`config.mk`:
```
export PLATFORM = sky130hd
export DESIGN_NAME = arpeggio_step_generator
export DESIGN_NICKNAME = d
export VERILOG_FILES = /design/src/design/asg_pkg.sv /design/src/design/asg_div.sv /design/src/design/asg_front.sv /design/src/design/asg_queue.sv /design/src/design/asg_back.sv /design/src/design/arpeggio_step_generator.sv
export SDC_FILE = /design/constraint.sdc
export NUM_CORES = 2
export LEC_CHECK = 0
export ABC_AREA = 1
export ABC_CLOCK_PERIOD_IN_PS = 13800
export BUFFER_PORTS_ARGS = -buffer_cell sky130_fd_sc_hd__buf_2
export CORE_MARGIN = 2
export CORE_UTILIZATION = 45
export CTS_CLUSTER_SIZE = 12
export DETAILED_ROUTE_END_ITERATION = 6
export PLACE_DENSITY = 0.73
export RECOVER_POWER = 25
export SLEW_MARGIN = 10
export SYNTH_ARGS = -nofsm -noshare
export SYNTH_HDL_FRONTEND = slang
export SYNTH_SLANG_ARGS = --single-unit
```
`constraint.sdc`:
```
create_clock -name i_clk -period 13.8 [get_ports i_clk]
set_input_delay 2.07 -clock i_clk [delete_from_list [all_inputs] [get_ports i_clk]]
set_output_delay 2.07 -clock i_clk [all_outputs]
set_load 0.01 [all_outputs]
```
`src/design/asg_pkg.sv`:
```
// Shared types, constants and helpers of the arpeggio step generator.
package asg_pkg;

    localparam int KEY_LIMIT     = 108;
    localparam int MAX_TONES     = 8;
    localparam int MAX_SLOTS     = 64;
    localparam int MAX_OCTAVES   = 9;
    localparam int SEMIS_PER_OCT = 12;
    localparam int MAX_PERIOD    = 4096;
    localparam int MAX_NOTES     = 64;

    localparam logic [31:0] LFSR_SEED = 32'h0000_ACE1;
    localparam logic [31:0] LFSR_MASK = 32'h8020_0003;

    // direction codes
    localparam logic [1:0] DIR_UP     = 2'd0;
    localparam logic [1:0] DIR_DOWN   = 2'd1;
    localparam logic [1:0] DIR_UPDOWN = 2'd2;
    localparam logic [1:0] DIR_RANDOM = 2'd3;

    // mode codes
    localparam logic [1:0] MODE_FREE = 2'd0;
    localparam logic [1:0] MODE_SORT = 2'd1;
    localparam logic [1:0] MODE_SYNC = 2'd2;

    // register indexes
    localparam logic [2:0] REG_INTERVALS = 3'd0;
    localparam logic [2:0] REG_TONES     = 3'd1;
    localparam logic [2:0] REG_OCTAVES   = 3'd2;
    localparam logic [2:0] REG_DIRECTION = 3'd3;
    localparam logic [2:0] REG_MODE      = 3'd4;
    localparam logic [2:0] REG_STEP      = 3'd5;
    localparam logic [2:0] REG_GATE      = 3'd6;
    localparam logic [2:0] REG_PERIOD    = 3'd7;

    // clamped configuration seen by front and back
    typedef struct packed {
        logic [39:0] intervals;
        logic [3:0]  tones;
        logic [6:0]  range;
        logic [1:0]  dir;
        logic [1:0]  mode;
        logic [19:0] step;
        logic [12:0] period;
    } t_cfg;

    // one period's worth of slot work, handed from front to back
    typedef struct packed {
        logic [20:0] off;
        logic [6:0]  mr;
        logic [12:0] mt;
        logic [6:0]  qt;
        logic [7:0]  mu;
        logic [12:0] total;
        logic [6:0]  base_key;
        logic [5:0]  nidx;
    } t_job;

    // octave number of a step index: idx / tones, idx below 9 * tones
    function automatic logic [3:0] oct_of(input logic [6:0] idx, input logic [3:0] tones);
        logic [3:0] oct;
        oct = 4'd0;
        for (int k = 1; k <= MAX_OCTAVES - 1; k++) begin
            if ({1'b0, idx} >= 8'(k) * {4'b0, tones}) begin
                oct = 4'(k);
            end
        end
        return oct;
    endfunction

endpackage

```
`src/design/asg_div.sv`:
```
// Restoring divider, one quotient bit per cycle.
module asg_div (
    input  logic        i_clk,
    input  logic        i_rst_n,
    input  logic        i_start,
    input  logic [32:0] i_dividend,
    input  logic [19:0] i_divisor,
    output logic        o_done,
    output logic [32:0] o_quot,
    output logic [19:0] o_rem
);
    import asg_pkg::*;

    logic [5:0]  r_cnt;
    logic        r_busy;
    logic        r_done;
    logic [32:0] r_q;
    logic [20:0] r_r;
    logic [19:0] r_d;
    logic [20:0] trial;
    logic        fits;

    assign trial = {r_r[19:0], r_q[32]};
    assign fits  = trial >= {1'b0, r_d};

    always_ff @(posedge i_clk) begin
        if (!i_rst_n) begin
            r_busy <= 1'b0;
            r_done <= 1'b0;
            r_cnt  <= '0;
        end else begin
            r_done <= 1'b0;
            if (i_start) begin
                r_busy <= 1'b1;
                r_cnt  <= 6'd33;
                r_q    <= i_dividend;
                r_r    <= '0;
                r_d    <= i_divisor;
            end else if (r_busy) begin
                r_q   <= {r_q[31:0], fits};
                r_r   <= fits ? trial - {1'b0, r_d} : trial;
                r_cnt <= r_cnt - 6'd1;
                if (r_cnt == 6'd1) begin
                    r_busy <= 1'b0;
                    r_done <= 1'b1;
                end
            end
        end
    end

    assign o_done = r_done;
    assign o_quot = r_q;
    assign o_rem  = r_r[19:0];
endmodule

```
`src/design/asg_front.sv`:
```
// Front end: takes input transactions, works out first slot and start counters.
module asg_front (
    input  logic          i_clk,
    input  logic          i_rst_n,
    input  asg_pkg::t_cfg i_cfg,
    input  logic          i_valid,
    output logic          o_stall,
    input  logic          i_eligible,
    input  logic [6:0]    i_base_key,
    input  logic [31:0]   i_frames_played,
    input  logic [5:0]    i_note_index,
    input  logic [6:0]    i_note_count,
    output logic          o_push,
    output asg_pkg::t_job o_job,
    input  logic          i_full
);
    import asg_pkg::*;

    localparam logic [2:0] S_IDLE  = 3'd0;
    localparam logic [2:0] S_DIV_F = 3'd1;
    localparam logic [2:0] S_DIV_T = 3'd2;
    localparam logic [2:0] S_DIV_R = 3'd3;
    localparam logic [2:0] S_DIV_U = 3'd4;
    localparam logic [2:0] S_PUSH  = 3'd5;

    logic [2:0]  r_state;
    logic        r_go;
    logic [31:0] r_fp;
    logic [6:0]  r_key;
    logic [5:0]  r_nidx;
    logic [12:0] r_total;
    logic [32:0] r_s;
    logic [20:0] r_off;
    logic [12:0] r_mt;
    logic [6:0]  r_qt;
    logic [6:0]  r_mr;
    logic [7:0]  r_mu;

    logic [6:0]  nc;
    logic [12:0] n_total;
    logic [7:0]  ud;
    logic [32:0] dividend;
    logic [19:0] divisor;
    logic        div_done;
    logic [32:0] quot;
    logic [19:0] rem;

    assign nc = (i_note_count == 7'd0) ? 7'd1 :
                (i_note_count > 7'(MAX_NOTES)) ? 7'(MAX_NOTES) : i_note_count;
    assign n_total = 13'({6'b0, i_cfg.range} * {6'b0, nc});
    assign ud = {i_cfg.range, 1'b0} - 8'd2;

    always_comb begin
        case (r_state)
            S_DIV_F: begin
                dividend = {1'b0, r_fp} + {13'b0, i_cfg.step} - 33'd1;
                divisor  = i_cfg.step;
            end
            S_DIV_T: begin
                dividend = r_s;
                divisor  = {7'b0, r_total};
            end
            S_DIV_R: begin
                dividend = {20'b0, r_mt};
                divisor  = {13'b0, i_cfg.range};
            end
            S_DIV_U: begin
                dividend = r_s;
                divisor  = {12'b0, ud};
            end
            default: begin
                dividend = '0;
                divisor  = 20'd1;
            end
        endcase
    end

    asg_div u_div (
        .i_clk      (i_clk),
        .i_rst_n    (i_rst_n),
        .i_start    (r_go),
        .i_dividend (dividend),
        .i_divisor  (divisor),
        .o_done     (div_done),
        .o_quot     (quot),
        .o_rem      (rem)
    );

    always_ff @(posedge i_clk) begin
        if (!i_rst_n) begin
            r_state <= S_IDLE;
            r_go    <= 1'b0;
        end else begin
            r_go <= 1'b0;
            case (r_state)
                S_IDLE: begin
                    if (i_valid && i_eligible) begin
                        r_fp    <= i_frames_played;
                        r_key   <= i_base_key;
                        r_nidx  <= i_note_index;
                        r_total <= n_total;
                        r_state <= S_DIV_F;
                        r_go    <= 1'b1;
                    end
                end
                S_DIV_F: begin
                    if (div_done) begin
                        r_s     <= quot;
                        r_off   <= {1'b0, i_cfg.step} - {1'b0, rem};
                        r_state <= S_DIV_T;
                        r_go    <= 1'b1;
                    end
                end
                S_DIV_T: begin
                    if (div_done) begin
                        r_mt    <= rem[12:0];
                        r_state <= S_DIV_R;
                        r_go    <= 1'b1;
                    end
                end
                S_DIV_R: begin
                    if (div_done) begin
                        r_qt <= quot[6:0];
                        r_mr <= rem[6:0];
                        if (i_cfg.range < 7'd2) begin
                            r_mu    <= '0;
                            r_state <= S_PUSH;
                        end else begin
                            r_state <= S_DIV_U;
                            r_go    <= 1'b1;
                        end
                    end
                end
                S_DIV_U: begin
                    if (div_done) begin
                        r_mu    <= rem[7:0];
                        r_state <= S_PUSH;
                    end
                end
                S_PUSH: begin
                    if (!i_full) begin
                        r_state <= S_IDLE;
                    end
                end
                default: r_state <= S_IDLE;
            endcase
        end
    end

    assign o_stall = (r_state != S_IDLE);
    assign o_push  = (r_state == S_PUSH) && !i_full;
    assign o_job   = '{off: r_off, mr: r_mr, mt: r_mt, qt: r_qt, mu: r_mu,
                       total: r_total, base_key: r_key, nidx: r_nidx};
endmodule

```
`src/design/asg_queue.sv`:
```
// Two-entry job queue between front and back.
module asg_queue (
    input  logic          i_clk,
    input  logic          i_rst_n,
    input  logic          i_push,
    input  asg_pkg::t_job i_job,
    output logic          o_full,
    input  logic          i_pop,
    output asg_pkg::t_job o_job,
    output logic          o_empty
);
    import asg_pkg::*;

    t_job       r_mem [2];
    logic       r_wp;
    logic       r_rp;
    logic [1:0] r_cnt;

    always_ff @(posedge i_clk) begin
        if (i_push) begin
            r_mem[r_wp] <= i_job;
        end
    end

    always_ff @(posedge i_clk) begin
        if (!i_rst_n) begin
            r_wp  <= 1'b0;
            r_rp  <= 1'b0;
            r_cnt <= '0;
        end else begin
            if (i_push) r_wp <= ~r_wp;
            if (i_pop)  r_rp <= ~r_rp;
            r_cnt <= r_cnt + 2'(i_push) - 2'(i_pop);
        end
    end

    assign o_full  = (r_cnt == 2'd2);
    assign o_empty = (r_cnt == 2'd0);
    assign o_job   = r_mem[r_rp];
endmodule

```
`src/design/asg_back.sv`:
```
// Back end: walks the slots of one job, picks step index and key.
module asg_back (
    input  logic          i_clk,
    input  logic          i_rst_n,
    input  asg_pkg::t_cfg i_cfg,
    input  logic          i_empty,
    input  asg_pkg::t_job i_job,
    output logic          o_pop,
    output logic          o_valid,
    input  logic          i_stall,
    output logic [6:0]    o_note_key,
    output logic [12:0]   o_start_offset,
    output logic [6:0]    o_step_index,
    output logic          o_muted,
    output logic          o_last
);
    import asg_pkg::*;

    localparam logic [1:0] S_IDLE = 2'd0;
    localparam logic [1:0] S_IDX  = 2'd1;
    localparam logic [1:0] S_OUT  = 2'd2;

    logic [1:0]  r_state;
    logic [31:0] r_lfsr;
    logic [20:0] r_off;
    logic [6:0]  r_mr;
    logic [12:0] r_mt;
    logic [6:0]  r_qt;
    logic [7:0]  r_mu;
    logic [12:0] r_total;
    logic [6:0]  r_base;
    logic [5:0]  r_nidx;
    logic [5:0]  r_n;
    logic [6:0]  r_idx;
    logic        r_smute;
    logic        r_valid;

    logic [20:0] off_next;
    logic        last_slot;
    logic        sort_mute;
    logic [31:0] lfsr_adv;
    logic [38:0] prod;
    logic [7:0]  ud;
    logic [6:0]  idx_sel;
    logic [3:0]  oct;
    logic [6:0]  tone_pos;
    logic [4:0]  interval;
    logic [8:0]  key9;
    logic        key_mute;
    logic        out_load;
    logic        mr_wrap;
    logic        mt_wrap;

    assign off_next  = r_off + {1'b0, i_cfg.step};
    assign last_slot = (off_next > {8'b0, i_cfg.period}) || (r_n == 6'(MAX_SLOTS - 1));
    assign sort_mute = (i_cfg.mode == MODE_SORT) && (r_qt != {1'b0, r_nidx});
    assign lfsr_adv  = r_lfsr[0] ? ((r_lfsr >> 1) ^ LFSR_MASK) : (r_lfsr >> 1);
    assign prod      = {32'b0, i_cfg.range} * {7'b0, lfsr_adv};
    assign ud        = {i_cfg.range, 1'b0} - 8'd2;

    always_comb begin
        case (i_cfg.dir)
            DIR_UP:     idx_sel = r_mr;
            DIR_DOWN:   idx_sel = i_cfg.range - 7'd1 - r_mr;
            DIR_UPDOWN: begin
                if (i_cfg.range < 7'd2) begin
                    idx_sel = '0;
                end else if (r_mu >= {1'b0, i_cfg.range}) begin
                    idx_sel = 7'(ud - r_mu);
                end else begin
                    idx_sel = r_mu[6:0];
                end
            end
            default:    idx_sel = prod[38:32];
        endcase
    end

    assign oct      = oct_of(r_idx, i_cfg.tones);
    assign tone_pos = r_idx - 7'({3'b0, oct} * i_cfg.tones);
    assign interval = i_cfg.intervals[tone_pos[2:0] * 5 +: 5];
    assign key9     = {2'b0, r_base} + 9'({5'b0, oct} * 9'(SEMIS_PER_OCT)) + {4'b0, interval};
    assign key_mute = key9 >= 9'(KEY_LIMIT);
    assign out_load = (r_state == S_OUT) && (!r_valid || !i_stall);
    assign mr_wrap  = (r_mr == i_cfg.range - 7'd1);
    assign mt_wrap  = (r_mt == r_total - 13'd1);

    always_ff @(posedge i_clk) begin
        if (!i_rst_n) begin
            r_state <= S_IDLE;
            r_lfsr  <= LFSR_SEED;
            r_valid <= 1'b0;
        end else begin
            // new slot loads, a stalled one holds, a taken one clears
            r_valid <= out_load || (r_valid && i_stall);
            case (r_state)
                S_IDLE: begin
                    if (!i_empty) begin
                        r_off   <= i_job.off;
                        r_mr    <= i_job.mr;
                        r_mt    <= i_job.mt;
                        r_qt    <= i_job.qt;
                        r_mu    <= i_job.mu;
                        r_total <= i_job.total;
                        r_base  <= i_job.base_key;
                        r_nidx  <= i_job.nidx;
                        r_n     <= '0;
                        r_state <= S_IDX;
                    end
                end
                S_IDX: begin
                    if (r_off > {8'b0, i_cfg.period}) begin
                        r_state <= S_IDLE;
                    end else begin
                        r_smute <= sort_mute;
                        r_idx   <= sort_mute ? 7'd0 : idx_sel;
                        if (!sort_mute && i_cfg.dir == DIR_RANDOM) begin
                            r_lfsr <= lfsr_adv;
                        end
                        r_state <= S_OUT;
                    end
                end
                S_OUT: begin
                    if (out_load) begin
                        o_muted        <= r_smute || key_mute;
                        o_note_key     <= (r_smute || key_mute) ? 7'd0 : key9[6:0];
                        o_step_index   <= r_idx;
                        o_start_offset <= r_off[12:0];
                        o_last         <= last_slot;
                        r_off          <= off_next;
                        r_n            <= r_n + 6'd1;
                        r_mr           <= mr_wrap ? 7'd0 : r_mr + 7'd1;
                        r_mt           <= mt_wrap ? 13'd0 : r_mt + 13'd1;
                        r_qt           <= mt_wrap ? 7'd0 : (mr_wrap ? r_qt + 7'd1 : r_qt);
                        r_mu           <= (i_cfg.range < 7'd2 || r_mu == ud - 8'd1) ? 8'd0
                                          : r_mu + 8'd1;
                        r_state        <= last_slot ? S_IDLE : S_IDX;
                    end
                end
                default: r_state <= S_IDLE;
            endcase
        end
    end

    assign o_pop   = (r_state == S_IDLE) && !i_empty;
    assign o_valid = r_valid;

`ifndef SYNTHESIS
    a_last_ends: assert property (@(posedge i_clk) disable iff (!i_rst_n)
        (out_load && last_slot) |=> (r_state == S_IDLE))
        else $error("slot walk did not end after last slot");
    a_mute_key: assert property (@(posedge i_clk) disable iff (!i_rst_n)
        (o_valid && o_muted) |-> (o_note_key == 7'd0))
        else $error("muted slot with nonzero key");
    a_idx_range: assert property (@(posedge i_clk) disable iff (!i_rst_n)
        (r_state == S_OUT) |-> (r_idx < i_cfg.range))
        else $error("step index out of range");
`endif
endmodule

```
`src/design/arpeggio_step_generator.sv`:
```
// Arpeggio step generator top level: config registers, front, queue, back.
//
// Usage:
//   Input channel (i_in_valid / o_in_stall) takes one transaction per audio
//   period of a held base note. An ineligible note is taken and gives nothing.
//   Output channel (o_out_valid / i_out_stall) gives one transaction per step
//   slot starting in the period, at most 64; o_last marks the final one.
//   Config: i_cfg_we writes i_cfg_data to register i_cfg_idx; write only idle.
// Operation:
//   The front runs four divisions (three when the step range is 1) in turn on
//   one shared serial divider, and takes no new item until its job is pushed.
//   The back handles each slot in two states (index, then key) and holds while
//   the output stalls; jobs wait between front and back in a two-deep job queue.
// Reset: synchronous, active low; registers return to their defaults and
//   the random LFSR to its seed. No clearing pass is needed.
// Stall: a stalled result holds in the output register; the back waits,
//   the queue fills, and then the front holds o_in_stall high.
module arpeggio_step_generator (
    input  logic        i_clk,
    input  logic        i_rst_n,
    input  logic        i_cfg_we,
    input  logic [2:0]  i_cfg_idx,
    input  logic [39:0] i_cfg_data,
    input  logic        i_in_valid,
    output logic        o_in_stall,
    input  logic        i_eligible,
    input  logic [6:0]  i_base_key,
    input  logic [31:0] i_frames_played,
    input  logic [5:0]  i_note_index,
    input  logic [6:0]  i_note_count,
    output logic        o_out_valid,
    input  logic        i_out_stall,
    output logic [6:0]  o_note_key,
    output logic [12:0] o_start_offset,
    output logic [6:0]  o_step_index,
    output logic        o_muted,
    output logic        o_last
);
    import asg_pkg::*;

    // configuration registers
    logic [39:0] r_intervals;
    logic [3:0]  r_tones;
    logic [3:0]  r_octaves;
    logic [1:0]  r_dir;
    logic [1:0]  r_mode;
    logic [19:0] r_step;
    logic [20:0] r_gate;   // held only; no effect on slots
    logic [12:0] r_period;

    t_cfg cfg;
    logic [3:0] tones_c;
    logic [3:0] oct_c;
    t_job job_in;
    t_job job_out;
    logic push;
    logic pop;
    logic full;
    logic empty;

    always_ff @(posedge i_clk) begin
        if (!i_rst_n) begin
            r_intervals <= 40'd7296;
            r_tones     <= 4'd3;
            r_octaves   <= 4'd1;
            r_dir       <= DIR_UP;
            r_mode      <= MODE_FREE;
            r_step      <= 20'd4410;
            r_gate      <= 21'd4410;
            r_period    <= 13'd256;
        end else if (i_cfg_we) begin
            case (i_cfg_idx)
                REG_INTERVALS: r_intervals <= i_cfg_data;
                REG_TONES:     r_tones     <= i_cfg_data[3:0];
                REG_OCTAVES:   r_octaves   <= i_cfg_data[3:0];
                REG_DIRECTION: r_dir       <= i_cfg_data[1:0];
                REG_MODE:      r_mode      <= i_cfg_data[1:0];
                REG_STEP:      r_step      <= i_cfg_data[19:0];
                REG_GATE:      r_gate      <= i_cfg_data[20:0];
                REG_PERIOD:    r_period    <= i_cfg_data[12:0];
                default:       r_gate      <= r_gate;
            endcase
        end
    end

    // clamp to legal ranges; mode 3 acts as free, sync needs nothing special
    assign tones_c = (r_tones == 4'd0) ? 4'd1 :
                     (r_tones > 4'(MAX_TONES)) ? 4'(MAX_TONES) : r_tones;
    assign oct_c   = (r_octaves == 4'd0) ? 4'd1 :
                     (r_octaves > 4'(MAX_OCTAVES)) ? 4'(MAX_OCTAVES) : r_octaves;

    assign cfg.intervals = r_intervals;
    assign cfg.tones     = tones_c;
    assign cfg.range     = 7'(tones_c * oct_c);
    assign cfg.dir       = r_dir;
    assign cfg.mode      = (r_mode == MODE_SORT) ? MODE_SORT :
                           (r_mode == MODE_SYNC) ? MODE_SYNC : MODE_FREE;
    assign cfg.step      = (r_step == 20'd0) ? 20'd1 : r_step;
    assign cfg.period    = (r_period > 13'(MAX_PERIOD)) ? 13'(MAX_PERIOD) : r_period;

    asg_front u_front (
        .i_clk           (i_clk),
        .i_rst_n         (i_rst_n),
        .i_cfg           (cfg),
        .i_valid         (i_in_valid),
        .o_stall         (o_in_stall),
        .i_eligible      (i_eligible),
        .i_base_key      (i_base_key),
        .i_frames_played (i_frames_played),
        .i_note_index    (i_note_index),
        .i_note_count    (i_note_count),
        .o_push          (push),
        .o_job           (job_in),
        .i_full          (full)
    );

    asg_queue u_queue (
        .i_clk   (i_clk),
        .i_rst_n (i_rst_n),
        .i_push  (push),
        .i_job   (job_in),
        .o_full  (full),
        .i_pop   (pop),
        .o_job   (job_out),
        .o_empty (empty)
    );

    asg_back u_back (
        .i_clk          (i_clk),
        .i_rst_n        (i_rst_n),
        .i_cfg          (cfg),
        .i_empty        (empty),
        .i_job          (job_out),
        .o_pop          (pop),
        .o_valid        (o_out_valid),
        .i_stall        (i_out_stall),
        .o_note_key     (o_note_key),
        .o_start_offset (o_start_offset),
        .o_step_index   (o_step_index),
        .o_muted        (o_muted),
        .o_last         (o_last)
    );
endmodule
```
# == Yosys cells after proc, flatten, opt, wreduce, memory -nomap -nowiden ==
# Memory sizes are Yosys's and may differ from the RTL's. A register that Yosys moved wholly into a read port is not among the register bits.
# Index checks and enable logic that the tools add are counted.
# totals
reg_bits,481
mem_bits_rw,164
inputBits,101
out_inout_bits,31
wordCells,282
memories,1
# op_classes
addsub,22
multipliers,10
magnitude_cmp,18
n_eq_ne,36
n_shift,1
n_mux,83
bitwise,7
n_reduce_logical,56
# memory_table
name,depth,width,rd,rd_clocked_by_memory_dff,write_ports,line,source
u_queue.r_mem,2,82,1,1,1,asg_queue.sv:14,t_job r_mem [2];
# ops
operator,count
one-hot mux 33 bit (3 select lines),1
one-hot mux 20 bit (4 select lines),1
two-way mux 7 bit,11
two-way mux 33 bit,2
two-way mux 20 bit,3
two-way mux 13 bit,4
two-way mux 8 bit,6
greater-than comparator 21 x 13 -> 1 bit,2
two-way mux 21 bit,2
one-hot mux 21 bit (2 select lines),1
indexed part select 40 x 7 -> 5 bit,1
multiplier 7 x 32 -> 39 bit,1
adder 32 x 20 -> 33 bit,1
subtractor 33 x 1 -> 33 bit (second input constant),1
two-way mux 32 bit,1
one-hot mux 8 bit (2 select lines),2
two-way mux 3 bit,10
>= comparator 7 bit,4
one-hot mux 7 bit (2 select lines),2
one-hot mux 13 bit (2 select lines),1
two-way mux 6 bit,4
AND reduction 3 bit,8
adder 21 x 20 -> 21 bit,1
>= comparator 21 x 20 -> 1 bit,1
73 further kinds,162

# == Logic depth before layout (Yosys ltp) ==
# depth
ltp_word,19
mapped_depth,47
depth_no_buf,46

# == By module ==
# Synthesis repeated with hierarchy kept, for this count alone.
# unflattened
hier_cells,5252
hier_area_um2,45492.4
# by_module_without_submodules
mod,instances,cells_per_inst,area_each_um2,seq_area_each_um2
asg_back,1,2446,19222.2,4454.3
asg_front,1,1398,11146.9,4494.3
asg_queue,1,288,6545.0,5024.8
asg_div,1,593,4740.8,2352.3
arpeggio_step_generator,1,527,3837.4,1701.6

# == Worst setup path after synthesis ==
# No wires, ideal clock.
# synth_timing
kind,register -> register
from,reg r_tones[3]
to,"reg u_back.r_idx[6], data pin"
setup_ns,0.139
arrival_ns,7.537
required_ns,13.661
setup_slack_ns,6.124
path_stages_with_launch,40
n_path_buf,3
synth_period_minus_slack_ns,7.676
path_cell_list,dfxtp_1 buf_6 inv_8 nand2_1 inv_1 nand2_1 fa_1 inv_1 fa_1 inv_1 fa_1 o21ai_0 a21oi_1 inv_1 nand2_1 nand2_1 clkbuf_1 buf_1 [... 4 more ...] inv_1 fa_1 inv_1 fa_1 inv_1 ha_1 a21oi_1 o21ai_0 nand2_1 nand2_1 o21ai_0 nand2_1 a21oi_1 nand2_1 or2_0 a21oi_1 nor2_1 nor2_1
# synth_between
elab_chain_len,9
word_cells_on_any_way,15
cone_classes,4 x add/sub; 2 x mul; 3 x order compare; 5 x mux; 1 x reduce/logical
# synth_lines
item,line,source
start: declaration,arpeggio_step_generator.sv:43,logic [3:0] r_tones;
start signal: assignment,arpeggio_step_generator.sv:74,REG_TONES: r_tones <= i_cfg_data[3:0];
greater-than comparator 4 bit,arpeggio_step_generator.sv:88,(r_tones > 4'(MAX_TONES)) ? 4'(MAX_TONES) : r_tones;
two-way mux 4 bit,arpeggio_step_generator.sv:88,
two-way mux 4 bit (*),arpeggio_step_generator.sv:87,assign tones_c = (r_tones == 4'd0) ? 4'd1 :
multiplier 4 x 4 -> 7 bit (*),arpeggio_step_generator.sv:94,assign cfg.range = 7'(tones_c * oct_c);
"parallel branches: the longest is 4 deep, another holds multiplier 7 x 32 -> 39 bit",n/a,
one-hot mux 7 bit (3 select lines) (*),asg_back.sv:62,case (i_cfg.dir)
end signal: assignment,asg_back.sv:115,r_idx <= sort_mute ? 7'd0 : idx_sel;
end: declaration,asg_back.sv:34,logic [6:0] r_idx;
# Mark *: on every way between the ends.
# A chain may end at the register's enable or synchronous reset.

# == Worst setup path in the final report ==
# layout_timing
from,reg r_tones[3]
to,"reg u_back.r_idx[4], data pin"
# The elaborated chain is that of the path after synthesis.

==> run_results.csv <==
group,metric,value,unit
run_status,outcome,"finished with violations",
run_status,violations,"max-capacitance violations, max-slew violations",
yosys,synth_edf_count,509,
die,fp.dieH,312,µm
power,total_power,6.19,mW
clocking,cts_root_buf,"clkbuf_16",
yosys,syn_nets,5477,
global_routing,globalRouteOverflowTotal,0,
layout,fin_area,46800,µm²
timing,worst_slack,4.92,ns
place,gp_congestion,0.935,
die,ios,132,
die,initial_core_util,45.6,%
critical_path,end_kind,"flip-flop",
power,power-per-cell-area,132,nW/µm²
timing,worst_pin_slew,3.65,ns
yosys,synth_warnings,0,
critical_path,startpoint_type,"flip-flop",
timing,slew_headroom,-144,%
clocking,htreeDepth,3,
power,p_int,4.05,mW
timing,rsz0062_at_grt,"false",
clocking,cts_num_sinks,646,
yosys,yosysUniqueCellTypes,63,
yosys,synth_top_area_share,35.8,%
hold_path,hp-class,"reg -> reg",
timing,finalSetupTns,0,ns
die,fp.coreArea,93600,µm²
global_routing,grt_pass1_wl,178,mm
detailed_routing,vias,33700,
detailed_routing,vias_per_cell,5.38,
yosys,synth.yosys.seq_area_share,42.3,%
clocking,cts_resized,0,
place,hpwl,82.6,mm
timing,fin_crit,8.88,ns
timing,hold_viol,0,
clocking,cts_tree,"yes",
yosys,synth_common_cells,"nand2_1, inv_1, nor2_1",
flow_run,max_cap_violations,2,
timing,setup_viol_count_final,0,
power,p_comb_share,29.2,%
layout,layout-drive-gt1-share,6.05,%
power,p_switching,2.14,mW
global_routing,grt_max_degree,87,
clocking,clkTransAtPathRegs,0.06,ns
layout,post-route-util,50.0,%
timing,period_share,64.4,%
yosys,syn-cell-area,42600,µm²
yosys,synth_top_flop_cell,"edfxtp_1",
place,dp_cells,6126,
critical_path,rrSetupSlack,4.92,ns
critical_path,arrival,9.37,ns
yosys,synth-seq-cells,646,
clocking,hold_buffers,0,
place,io_buffers,131,
die,die_x,312,µm
critical_path,cp.required,14.29,ns
layout,syn_to_final_growth,9.82,%
timing,slew_violations,124,
power,p_clk_share,30.6,%
power,p_seq_share,40.2,%
layout,diodes,0,
clocking,clk_latency,0.65,ns
critical_path,cp_slowest_stage_delay,0.57,ns
timing,whs,0.437,ns
layout,fin_cells,6259,
global_routing,antenna_found_initial,1,
layout,fin_nets,5558,
power,swShare,34.6,%
detailed_routing,firstDrtPassIters,6,
yosys,synth-async-reset-ratio,0,%
clocking,cts_setup_buffers,0,
die,rows,112,
detailed_routing,wl_per_cell,17.8,µm
yosys,synth_cells,4866,
power,p_leak,21.0,nW
yosys,yosys.area.top_type,"edfxtp_1",
detailed_routing,drc,0,
power,peakVddDrop,0.108,mV
yosys,yosysMostFrequentCell,"nand2_1",
clocking,clock_path_buffers,3,
detailed_routing,postRouteWirelength,112,mm
detailed_routing,ant_nets,0,
yosys,avgSynthCellArea,8.76,µm²
critical_path,worstPathMaxFanout,34,
clocking,cts_buffers,73,
yosys,synth.top_cells.by_area,"edfxtp_1, ha_1, fa_1",
place,dpl-instance-area,44500,µm²
timing,skew,0.0405,ns
detailed_routing,drtIter0Drc,3158,
critical_path,crit_slowest_cell,"fa_1",
die,die-area,97300,µm²
timing,max_freq,113,MHz
global_routing,grt_pass1_vias,32900,
global_routing,grt.total_usage,22.9,%
place,dpl_worst_slack,5.01,ns
critical_path,critPathKind,"reg -> reg",
-- cell type report --
cell class              count  area, µm²
clock buffers             100       1980
fillers                  8759      46800
multi-input cells        3274      21100
repair buffers            157        846
flip-flops and latches    646      18000
inverters                 795       2990
well taps                1254       1570
clock inverters            33        319
-- placed cells by master (no fill, tap or decap), types with 13 or more instances in the layout --
master	Yosys	layout
a21o_1	42	42
a21oi_1	319	319
a22oi_1	13	13
a31oi_1	34	34
buf_2	13	130
buf_4	0	25
clkbuf_1	118	24
clkbuf_16	0	73
dfxtp_1	137	136
edfxtp_1	509	509
fa_1	190	190
ha_1	320	320
inv_1	787	785
nand2_1	953	951
nand3_1	146	146
nand4_1	43	43
nor2_1	537	531
nor3_1	49	48
nor4_1	27	27
o211ai_1	23	23
o21ai_0	301	301
o22ai_1	34	34
xnor2_1	52	52
xor2_1	92	91
-- per-layer routing --
layer,global-route usage (%),wire length (µm),vias to the layer above,part of all wire (%)
li1,-,-,16200,-
met1,32.6,50300,16100,45
met2,36.2,49800,1225,45
met3,3.75,8820,180,7.9
met4,6.33,2800,2,2.5
met5,0,13,-,0.012
-- worst paths after layout --
check                                       endpoint  cells after the start               from
worst max-delay path                 u_back.r_idx[4]                     34         r_tones[3]
worst max register to register       u_back.r_idx[4]                     34         r_tones[3]
worst min register to register  u_queue.r_mem[0][78]                      0  u_front.r_off[17]
worst min-delay path            u_queue.r_mem[0][78]                      0  u_front.r_off[17]
-- power by group through the flow --
stage	clock, mW	sequential (mW)	combinational [mW]
floorplan	0	2.46	1.34
global placement	0	2.52	1.74
detailed placement	0	2.53	1.78
CTS	1.92	2.49	1.79
global route	1.99	2.51	2.06
finish	1.89	2.49	1.81
-- state kept, by name (all words and copies together) (netlist names), 13 cells and up, named ones only --
name                   count
u_queue.r_mem            164
r_intervals               40
u_front.r_s               33
u_front.u_div.o_quot      33
u_back.r_lfsr             32
u_front.r_fp              32
u_back.r_off              21
u_front.r_off             21
r_step                    20
u_front.u_div.r_d         20
u_front.u_div.r_r         20
r_period                  13
u_back.o_start_offset     13
u_back.r_mt               13
u_back.r_total            13
u_front.r_mt              13
u_front.r_total           13
-- logic make-up after synthesis --
group | count (synthesis) | share of synthesized area [%]
and+or+nand+nor | 1793 | 17.1
xor gates and xnor gates | 147 | 3.12
adders and majority gates | 510 | 18.3
DFF | 646 | 42.3
buffers and inverters | 946 | 8.40
other | 1 | 0.00879
AOI/OAI and AO/OA | 823 | 10.8
-- worst max-delay path, delay by kind of cell (launching register included) --
kind	cells	cell delay [ns]
fa+ha+maj	8	3.74
buf+inv	10	1.78
xor+xnor	1	0.30
simple gates	12	1.89
flops	1	0.49
compound gates	3	0.51
No activity file was read; power rests on OpenSTA's default activity.
